**config.mk**
```make
export PLATFORM = sky130hd
export DESIGN_NAME = rtr_div8
export DESIGN_NICKNAME = d
export VERILOG_FILES = /design/src/design/rational_time_rescale_nearest_top_assert.svh /design/src/design/rtr_pkg.sv /design/src/design/rtr_div8.sv
export SDC_FILE = /design/constraint.sdc
export NUM_CORES = 1
export LEC_CHECK = 0
export BUFFER_PORTS_ARGS = -buffer_cell sky130_fd_sc_hd__buf_2
export CORE_MARGIN = 2
export CORE_UTILIZATION = 31
export CTS_CLUSTER_SIZE = 20
export DETAILED_ROUTE_END_ITERATION = 6
export REMOVE_ABC_BUFFERS = 1
export SETUP_SLACK_MARGIN = 0.02
export SYNTH_ARGS = -nofsm -noshare
export SYNTH_HDL_FRONTEND = slang
export SYNTH_SLANG_ARGS = --single-unit
```
**constraint.sdc**
```tcl
create_clock -name i_clk -period 38.7 [get_ports i_clk]
set_clock_uncertainty 0.1 [all_clocks]
set_input_delay 3.87 -clock i_clk [delete_from_list [all_inputs] [get_ports i_clk]]
set_output_delay 3.87 -clock i_clk [all_outputs]
set_load 0.03 [all_outputs]
```
**src/design/rational_time_rescale_nearest_top_assert.svh**
```systemverilog
// Assertion macros shared by the rescale block
`ifndef RATIONAL_TIME_RESCALE_NEAREST_TOP_ASSERT_SVH
`define RATIONAL_TIME_RESCALE_NEAREST_TOP_ASSERT_SVH

// Implication checked at every clock edge outside reset
`define RTR_CHK_IMPL(lbl, clk, rst_n, ante, cons) \
    lbl: assert property (@(posedge clk) disable iff (!rst_n) (ante) |-> (cons)) \
        else $error("rescale check failed");

// Implication whose consequent is checked at the clock edge after the antecedent
`define RTR_CHK_NEXT(lbl, clk, rst_n, ante, cons) \
    lbl: assert property (@(posedge clk) disable iff (!rst_n) (ante) |=> (cons)) \
        else $error("rescale check failed");

`endif

```
**src/design/rtr_pkg.sv**
```systemverilog
`default_nettype none
package rtr_pkg;

    localparam logic [1:0] MODE_CALC = 2'd0;
    localparam logic [1:0] MODE_INV  = 2'd1;
    localparam logic [1:0] MODE_EQ   = 2'd2;

    localparam logic [1:0] ST_OK  = 2'd0;
    localparam logic [1:0] ST_INV = 2'd1;
    localparam logic [1:0] ST_OVF = 2'd2;

    localparam logic [63:0] SMAX = 64'h7FFF_FFFF_FFFF_FFFF;

    typedef struct packed {
        logic [1:0]  mode;
        logic        neg;
        logic [63:0] value;
        logic [30:0] ts;
        logic [30:0] sc;
        logic [31:0] flags;
        logic [63:0] epoch;
        logic        ovf;
        logic [62:0] prod;
    } t_ctx;

    // partial remainder and combined dividend / quotient shift register
    typedef struct packed {
        logic [31:0] rem;
        logic [63:0] dq;
    } t_div;

endpackage
`default_nettype wire

```
**src/design/rtr_div8.sv**
```systemverilog
`default_nettype none
module rtr_div8 (
    input  logic          i_clk,
    input  logic          i_rst_n,
    input  logic          i_en,
    input  logic          i_vld,
    input  rtr_pkg::t_ctx i_ctx,
    input  rtr_pkg::t_div i_div,
    output logic          o_vld,
    output rtr_pkg::t_ctx o_ctx,
    output rtr_pkg::t_div o_div
);

    rtr_pkg::t_div n_div;
    rtr_pkg::t_div r_div;
    rtr_pkg::t_ctx r_ctx;
    logic          r_vld;

    // eight restoring steps against the source scale
    always_comb begin
        logic [31:0] rm;
        logic [63:0] q;
        logic [32:0] t;
        rm = i_div.rem;
        q  = i_div.dq;
        for (int k = 0; k < 8; k++) begin
            t = {rm, q[63]};
            q = {q[62:0], 1'b0};
            if (t >= {2'b00, i_ctx.ts}) begin
                t    = t - {2'b00, i_ctx.ts};
                q[0] = 1'b1;
            end
            rm = t[31:0];
        end
        n_div.rem = rm;
        n_div.dq  = q;
    end

    always_ff @(posedge i_clk) begin
        if (!i_rst_n) begin
            r_vld <= 1'b0;
        end else if (i_en) begin
            r_vld <= i_vld;
        end
    end

    always_ff @(posedge i_clk) begin
        if (i_en) begin
            r_div <= n_div;
            r_ctx <= i_ctx;
        end
    end

    assign o_vld = r_vld;
    assign o_ctx = r_ctx;
    assign o_div = r_div;

endmodule
`default_nettype wire

```
==> results.toml <==
[routing]
via_per_inst = 5.444
routedWlPerCell_um = 28.01
drc = 0
wirelength_um = 128700
first_iter_violations = 2652
ant_nets = 0
drtPass1Iterations = 6
vias = 25000

[sta]
hold_viol = 0
tns_ns = 0
setup_violations = 0
relSlewSlack = 0.2440
worst_slew_pin_slew_ns = 1.134
fmax_ghz = 0.02825
fin_crit_ns = 35.40
drv_slew = 0
finalCritPeriodShare = 0.9146
rsz0062_at_grt = "false"

[synthesis]
ys_top_cells_by_area = "edfxtp_1 42%, ha_1 11%, mux2_2 4.9%, a21oi_1 4.4%, xnor2_1 4.3%"
synth_seq_cells = 386
synth_area_per_cell_um2 = 10.51
ys_seq_area_frac = 0.4233
synthFlopType = "edfxtp_1"
syn-cell-area_um2 = 27360
synth-edff-count = 385
async_reset_ff_frac = 0
synth_common_cells = "385 x edfxtp_1, 248 x ha_1, 240 x a21oi_1, 183 x nor2_1, 155 x nand2_1"
yosys.area.top_type_share = 0.4226
yosys_warnings = 0
netlist_instances = 2602
yosysTopAreaCell = "edfxtp_1"
yosys.cell_types.count = 81
yosysMostFrequentCell = "edfxtp_1"

[floorplan]
core_um2 = 87160
die_h_um = 301.1
die-width_um = 301.1
dieArea_um2 = 90640
initial_core_util = 0.3139
rows = 108
pin_count = 775

[grt]
track_usage = 0.2707
grt_max_degree = 167
grt_remaining_overflow = 0
antenna_found_initial = 37
grt_pass1_wl_um = 173000
grt_pass1_vias = 23080

[setup_path]
critical_path.startpoint_type = "input port"
slowest_stage = "or4_4"
worstPathArrival_ns = 35.65
worstReg2RegEnd = "o_vld$_SDFFE_PN0P_"
cpMostUsedCell = "o21ai_0"
r2r-start = "o_vld$_SDFFE_PN0P_"
slowest_delay_ns = 0.59
path_class = "input port to flop"
crit_path_end_kind = "flop"
reg2reg_setup_slack_ns = 37.97
required_ns = 38.95
critPathMaxFanout = 39
path_delay_family = "compound AO/OA/AOI/OAI gates"
reg2reg_depth = 2
cp_num_buf_inv = 17

[cts]
postCtsSetupBuffers = 0
root_buffer = "clkbuf_16"
clkLatencyLatePin_ns = 0.61
cts_num_sinks = 386
clkSlewWorstSetupHoldPaths_ns = 0.07
ctsHoldBuffers = 0
cts_tree = "done"
ctsResizeCount = 0
h-tree-depth = 2
cts_buffer_depth = 3
cts_buffers = 46

[place]
portBuffers = 774
post-dp-hpwl_um = 107800
gp_congestion = 0.9887

[worst_hold_path]
hold_end = "o_vld$_SDFFE_PN0P_"
whs_path_depth = 2
hold_path_class = "flop to flop"
hp-start = "o_vld$_SDFFE_PN0P_"

[final_layout]
fillers = 8733
drive_above_1_share = 0.3080
area_growth_pct = 25.11
final_nets = 4036

[run]
maxCapViolations = 0

[outcome]
status = "completed"
[worst register-to-register path: cells and delay by family, from the launching register on]
kind	cells	cell delay, ns
and+or+nand+nor	1	0.07
muxes	1	0.14
DFF	1	0.31
[metal layers]
layer,vias up,wire length [um],global-route usage
li1,11430,-,-
met1,12160,58320,0.3940
met2,1200,52950,0.3895
met3,185,13300,0.07197
met4,28,3922,0.07925
met5,-,166,0
[kinds of logic (layout without fill, tap and decap cells)]
family                     Yosys count  count (layout)  synth area share
and+or+nand+nor                    687             687            0.1235
DFF                                386             386            0.4233
xor gates and xnor gates           199             199           0.06371
muxes                              168             168           0.07291
adders and majority gates          256             256            0.1193
buffers and inverters              184            1007           0.02676
AOI/OAI and AO/OA                  722             722            0.1705
other                                0              13                 0
[registers in the layout, indices dropped and copies added (netlist names)]
name,count
o_vld,1
o_div,96
o_ctx,289
[through the flow]
| step | instance area (um^2) | hold WS, ns | instances | util | worst slack [ns] |
|---|---|---|---|---|---|
| CTS | 34190 | 0.4526 | 4580 | 0.3923 | 3.487 |
| global placement | 32630 | 0.4122 | 4498 | 0.3744 | 3.553 |
| global route | 34190 | 0.4714 | 4580 | 0.3923 | 0.8326 |
| floorplan | 27100 | 0.5404 | 2545 | - | 5.908 |
| detailed placement | 32630 | 0.4248 | 4498 | 0.3744 | 2.931 |
| finish | 34230 | 0.4584 | 4593 | 0.3927 | 3.305 |
[final cells by class]
class | count | area [um^2] | share of cell area
Antenna cell | 13 | 32.53 | 0.0009505
Clock buffer | 49 | 1184 | 0.03458
Clock inverter | 33 | 380.4 | 0.01111
Inverter | 127 | 476.7 | 0.01393
Multi-Input combinational cell | 2032 | 15050 | 0.4397
Sequential cell | 386 | 11580 | 0.3384
Tap cell | 1155 | 1445 | 0.04222
Timing Repair Buffer | 798 | 4076 | 0.1191
[worst max path at each step]
stage,startpoint,endpoint,slack (ns),cells past startpoint
2_1_floorplan,i_ctx[192],o_div[68]$_DFFE_PP_,5.91,116
3_3_place_gp,i_ctx[192],o_div[68]$_DFFE_PP_,3.55,124
3_5_place_dp,i_ctx[192],o_div[71]$_DFFE_PP_,2.93,124
4_1_cts,i_ctx[192],o_div[76]$_DFFE_PP_,3.49,124
5_1_grt,i_ctx[192],o_div[76]$_DFFE_PP_,0.83,124
6_report,i_ctx[192],o_div[76]$_DFFE_PP_,3.30,124
[layout by cell type (no fill, tap or decap), types with 10 or more instances in the layout]
cell type,Yosys,final
nand3_1,64,64
and3_1,29,29
ha_1,248,248
a21o_1,103,103
clkbuf_16,0,47
diode_2,0,13
o21ai_0,125,125
a21oi_1,240,240
nor2_1,183,183
nand2b_1,41,41
and2_1,18,18
o31a_1,12,12
nand4_1,35,35
buf_4,0,23
or2_2,11,11
o31ai_1,22,22
nand2_1,155,155
nor2b_1,38,37
xor2_1,64,64
nor4_1,17,17
o21a_1,35,35
clkinvlp_4,0,12
inv_1,124,124
mux2_4,30,30
buf_2,15,773
or3_1,15,15
a21boi_0,14,14
edfxtp_1,385,385
a31oi_1,15,15
o211ai_1,10,10
a211oi_1,21,21
mux2_2,120,120
mux2i_1,17,17
o21bai_1,35,35
xnor2_1,135,135
nor3_1,51,51
Power is left out: the tool's default activity adds up to more than one toggle a clock period on the data nets, which glitch-free logic cannot reach.
