--- src/design/rational_time_rescale_nearest_top_assert.svh ---
// Assertion macros shared by the rescale block
`ifndef RATIONAL_TIME_RESCALE_NEAREST_TOP_ASSERT_SVH
`define RATIONAL_TIME_RESCALE_NEAREST_TOP_ASSERT_SVH

// Implication checked at every clock edge outside reset
`define RTR_CHK_IMPL(lbl, clk, rst_n, ante, cons) \
    lbl: assert property (@(posedge clk) disable iff (!rst_n) (ante) |-> (cons)) \
        else $error("rescale check failed");

// Implication whose consequent is checked at the clock edge after the antecedent
`define RTR_CHK_NEXT(lbl, clk, rst_n, ante, cons) \
    lbl: assert property (@(posedge clk) disable iff (!rst_n) (ante) |=> (cons)) \
        else $error("rescale check failed");

`endif

--- src/design/rtr_pkg.sv ---
`default_nettype none
package rtr_pkg;

    localparam logic [1:0] MODE_CALC = 2'd0;
    localparam logic [1:0] MODE_INV  = 2'd1;
    localparam logic [1:0] MODE_EQ   = 2'd2;

    localparam logic [1:0] ST_OK  = 2'd0;
    localparam logic [1:0] ST_INV = 2'd1;
    localparam logic [1:0] ST_OVF = 2'd2;

    localparam logic [63:0] SMAX = 64'h7FFF_FFFF_FFFF_FFFF;

    typedef struct packed {
        logic [1:0]  mode;
        logic        neg;
        logic [63:0] value;
        logic [30:0] ts;
        logic [30:0] sc;
        logic [31:0] flags;
        logic [63:0] epoch;
        logic        ovf;
        logic [62:0] prod;
    } t_ctx;

    // partial remainder and combined dividend / quotient shift register
    typedef struct packed {
        logic [31:0] rem;
        logic [63:0] dq;
    } t_div;

endpackage
`default_nettype wire

--- src/design/rtr_fin.sv ---
`default_nettype none
module rtr_fin (
    input  logic          i_clk,
    input  logic          i_rst_n,
    input  logic          i_en,
    input  logic          i_vld,
    input  rtr_pkg::t_ctx i_ctx,
    input  rtr_pkg::t_div i_div,
    output logic          o_vld,
    output logic [63:0]   o_value,
    output logic [30:0]   o_scale,
    output logic [31:0]   o_flags,
    output logic [63:0]   o_epoch,
    output logic [1:0]    o_status
);

    logic          r_s_vld;
    rtr_pkg::t_ctx r_s_ctx;
    logic [63:0]   r_sum;
    logic          r_ovf;
    logic          r_frac;
    logic [63:0]   n_sum;
    logic          n_ovf;
    logic          n_frac;
    logic          n_rnd;

    logic          r_vld;
    logic [63:0]   r_value;
    logic [30:0]   r_scale;
    logic [31:0]   r_flags;
    logic [63:0]   r_epoch;
    logic [1:0]    r_status;
    logic [63:0]   n_value;
    logic [30:0]   n_scale;
    logic [31:0]   n_flags;
    logic [63:0]   n_epoch;
    logic [1:0]    n_status;

    // fold the round-up into the carry-in; the limit moves up by one with it
    assign n_frac = (i_div.rem[30:0] != 31'b0);
    assign n_rnd  = n_frac && ({i_div.rem[30:0], 1'b0} >= {1'b0, i_ctx.ts});
    assign n_sum  = {1'b0, i_ctx.prod} + {32'b0, i_div.dq[31:0]} + {63'b0, n_rnd};
    assign n_ovf  = i_ctx.ovf || (n_rnd ? (n_sum > rtr_pkg::SMAX)
                                        : (n_sum >= rtr_pkg::SMAX));

    always_comb begin
        n_value  = 64'b0;
        n_scale  = 31'b0;
        n_flags  = 32'b0;
        n_epoch  = 64'b0;
        n_status = rtr_pkg::ST_OK;
        case (r_s_ctx.mode)
            rtr_pkg::MODE_INV: begin
                n_status = rtr_pkg::ST_INV;
            end
            rtr_pkg::MODE_EQ: begin
                n_value = r_s_ctx.value;
                n_scale = r_s_ctx.ts;
                n_flags = r_s_ctx.flags;
                n_epoch = r_s_ctx.epoch;
            end
            default: begin
                if (r_ovf) begin
                    n_status = rtr_pkg::ST_OVF;
                end else begin
                    n_value = r_s_ctx.neg ? (~r_sum + 64'd1) : r_sum;
                    n_scale = r_s_ctx.sc;
                    n_flags = r_s_ctx.flags | {30'b0, r_frac, 1'b0};
                    n_epoch = r_s_ctx.epoch;
                end
            end
        endcase
    end

    always_ff @(posedge i_clk) begin
        if (!i_rst_n) begin
            r_s_vld <= 1'b0;
            r_vld   <= 1'b0;
        end else if (i_en) begin
            r_s_vld <= i_vld;
            r_vld   <= r_s_vld;
        end
    end

    always_ff @(posedge i_clk) begin
        if (i_en) begin
            r_s_ctx  <= i_ctx;
            r_sum    <= n_sum;
            r_ovf    <= n_ovf;
            r_frac   <= n_frac;
            r_value  <= n_value;
            r_scale  <= n_scale;
            r_flags  <= n_flags;
            r_epoch  <= n_epoch;
            r_status <= n_status;
        end
    end

    assign o_vld    = r_vld;
    assign o_value  = r_value;
    assign o_scale  = r_scale;
    assign o_flags  = r_flags;
    assign o_epoch  = r_epoch;
    assign o_status = r_status;

endmodule
`default_nettype wire

--- config.mk ---
export PLATFORM = sky130hd
export DESIGN_NAME = rtr_fin
export DESIGN_NICKNAME = d
export VERILOG_FILES = /design/src/design/rational_time_rescale_nearest_top_assert.svh /design/src/design/rtr_pkg.sv /design/src/design/rtr_fin.sv
export SDC_FILE = /design/constraint.sdc
export NUM_CORES = 1
export LEC_CHECK = 0
export BUFFER_PORTS_ARGS = -buffer_cell sky130_fd_sc_hd__buf_2
export CAP_MARGIN = 20
export CORE_AREA = 2 2 228 230
export DETAILED_ROUTE_END_ITERATION = 7
export DIE_AREA = 0 0 230 232
export PLACE_DENSITY = 0.77
export SLEW_MARGIN = 20
export SYNTH_ARGS = -nofsm -noshare
export SYNTH_HDL_FRONTEND = slang
export SYNTH_SLANG_ARGS = --single-unit
--- constraint.sdc ---
create_clock -name i_clk -period 9.97 [get_ports i_clk]
set_input_delay 0.997 -clock i_clk [delete_from_list [all_inputs] [get_ports i_clk]]
set_output_delay 0.997 -clock i_clk [all_outputs]
set_load 0.03 [all_outputs]
==> results.tsv <==
stage	metric	value	unit
outcome	status	complete, no violations	
yosys	part of the Yosys area used for sequential elements	69.1	%
cts	H-tree depth	2	
routing	final wirelength	61800	um
placement	placed cell area	0.0246	mm2
timing	crit share post-route	69.7	%
floorplan	die height	232	um
grt	largest net degree at the start of global routing	191	
timing	Final Skew	0.0281	ns
grt	first-pass GRT wire length	88600	um
yosys	number of synthesized flops with an enable pin	484	
critical_path	crit path DAT	7.34	ns
run	maxcap violations	0	
timing	setup_tns	0	ns
critical_path	CP required	10.36	ns
timing	Max-slew headroom	25.6	%
yosys	asr flop ratio synth	0	%
routing	vias per cell	5.29	
yosys	Yosys top cell by area	edfxtp_1	
floorplan	Starting Density	41.4	%
cts	CTS tree	yes	
power	Leakage Power	0.0106	uW
cts	insertion delay to the later sink of the worst-skew pair	0.60	ns
cts	Post-CTS Hold Buffers	0	
cts	clk root buf	clkbuf_16	
timing	worst slew pin tran	1.12	ns
placement	HPWL after DPL	46700	um
yosys	synth warn	0	
cells_and_area	Syn-to-layout area delta	24.7	%
routing	DRC Markers	0	
yosys	Synth cell types	69	
power	PwrDens	199	mW/mm2
routing	1st-pass router iterations	5	
grt	antenna violations before repair	15	
routing	Initial DRC Count	1158	
grt	grt total ovfl	0	
yosys	Mapped Nets	1959	
timing	RSZ-0062 raised after global routing	no	
timing	max-slew violations	0	
cts	post-cts resize count	0	
cells_and_area	Layout Utilization	51.7	%
routing	Final ANT Viol Nets	0	
timing	final worst path period need	6.95	ns
placement	IO Port Bufs	549	
cells_and_area	filler cell count	4321	
yosys	Synth Instances	1504	
cts	CTS Buf Count	49	
yosys	mapped cell area	0.0211	mm2
timing	fmax	0.144	GHz
yosys	Most used DFF post-synth	edfxtp_1	
critical_path	Setup CP Type	input port to flip-flop	
yosys	Synth top area share	68.9	%
worst_hold_path	min-delay worst type	flip-flop to flip-flop	
power	total power	5230	uW
cts	Setup Fix Bufs, Post-CTS	0	
timing	Final Setup Violations	0	
cts	clk sinks	486	
grt	vias in the first global route	14384	
yosys	Synth area leaders	edfxtp_1 (69%), ha_1 (3.8%), xor2_1 (3.7%)	
yosys	top-count cell post-synth	edfxtp_1	
routing	Wirelength per Cell	22.1	um
critical_path	crit start category	input port	
critical_path	nature of the critical path endpoint	flip-flop	
floorplan	I/O Pins	583	
yosys	#FFs+latches synth	486	
grt	Tot GR Track Use	22.3	%
floorplan	die width	230	um
yosys	Post-synth top cells	edfxtp_1 (484), nand2_1 (139), o21ai_0 (114), and2_1 (105), xor2_1 (90)	
power	Max VDD drop	124	uV
cts	clk slew on worst S/H paths	0.06	ns
cells_and_area	Design Area, Final	0.0263	mm2
yosys	Avg Cell Area, Syn	14.0	um2
floorplan	num rows	83	
floorplan	DIE AREA	0.0534	mm2
timing	final hold violation count	0	
critical_path	critical path peak fanout	5	
cells_and_area	share of layout cells above drive strength 1	31.3	%
routing	routed via count	14827	
cts	CTS max path bufs	3	
placement	Placer Congestion	0.918	
floorplan	core area	0.0509	mm2
cells_and_area	NumNets Final	2521	
-- sequential cells by signal, summed over array words and instances, names as in the netlist --
signal and count:
r_s_ctx 225, o_value 64, r_s_vld 1, o_status 2, o_flags 32, r_sum 64, r_ovf 1, r_frac 1
o_epoch 64, o_scale 31, o_vld 1
-- cells in the final DEF, fill, tap and decap left out, types with 44 or more instances in the layout --
cell type / netlist / layout
and2_1: 105 / 105
inv_1: 44 / 44
o21ai_0: 114 / 114
edfxtp_1: 484 / 484
nand2_1: 139 / 139
clkbuf_16: 0 / 49
ha_1: 64 / 64
xor2_1: 90 / 90
buf_2: 1 / 548
nor2_1: 51 / 51
a21oi_1: 52 / 52
-- critical path: stages --
cell and delay, ns:
buf_2 0.11, inv_1 0.05, ha_1 0.27, o21ai_0 0.14, a21oi_1 0.06, o41ai_1 0.23
nand3_1 0.18, a2111o_1 0.43, a211oi_1 0.23, o21ai_0 0.12, a211o_1 0.41, and2_1 0.25
fa_1 0.44, a211oi_1 0.27, o21bai_1 0.21, a2111oi_0 0.93, nor2_1 0.21, a221o_1 0.37
a21oi_1 0.19, xnor2_1 0.24, nand4_1 0.18, nor4_1 0.39, nand4_1 0.15, o21ai_0 0.27
-- final cells by class --
| cell class | instances | area (um2) | area share, % |
|---|---|---|---|
| multi-input combinational | 927 | 6150 | 23.4 |
| tap | 680 | 851 | 3.23 |
| inverter | 45 | 169 | 0.642 |
| antenna | 14 | 35.0 | 0.133 |
| timing repair buffer | 557 | 2840 | 10.8 |
| clock buffer | 54 | 1240 | 4.73 |
| clock inverter | 38 | 434 | 1.65 |
| sequential | 486 | 14600 | 55.4 |
-- metrics by stage --
| step | cells | setup slack [ns] | hold slack [ns] |
|---|---|---|---|
| 2_1_floorplan | 1504 | 4.01 | 0.482 |
| 3_3_place_gp | 2695 | 2.44 | 0.493 |
| 6_report | 2801 | 3.02 | 0.515 |
| 3_5_place_dp | 2695 | 2.51 | 0.504 |
| 4_1_cts | 2787 | 3.12 | 0.520 |
| 5_1_grt | 2799 | 2.70 | 0.530 |
-- report_power, final --
group          switching, uW  internal [uW]  total, uW
sequential              77.0           2480       2550
combinational            524            246        770
clock                    789           1120       1910
total                   1390           3840       5230
-- cell families after synthesis --
family	count (synthesis)	share of synthesized area, %
DFF	486	69.1
and+or+nand+nor	453	11.4
AOI/OAI and AO/OA	282	8.47
xor gates and xnor gates	122	5.07
buffers and inverters	91	1.79
adders and majority gates	66	3.99
muxes	4	0.190
-- final timing paths --
path / start / to / slack (ns) / cells past startpoint
max reg2reg: r_sum[21] / o_value[58] / 5.76 / 11
min reg2reg: r_s_ctx[77] / o_epoch[13] / 0.52 / 1
max: i_ctx[193] / r_ovf / 3.02 / 24
min: r_s_ctx[77] / o_epoch[13] / 0.52 / 1
-- per-layer routing --
layer	GRT usage (%)	vias up	share of wire, %
met3	3.95	135	7.0
met4	10.7	4	4.1
met1	28.5	7225	40
li1	-	6818	-
met5	0	-	0.037
met2	36.7	645	49
No activity file was read; power rests on OpenSTA's default activity.
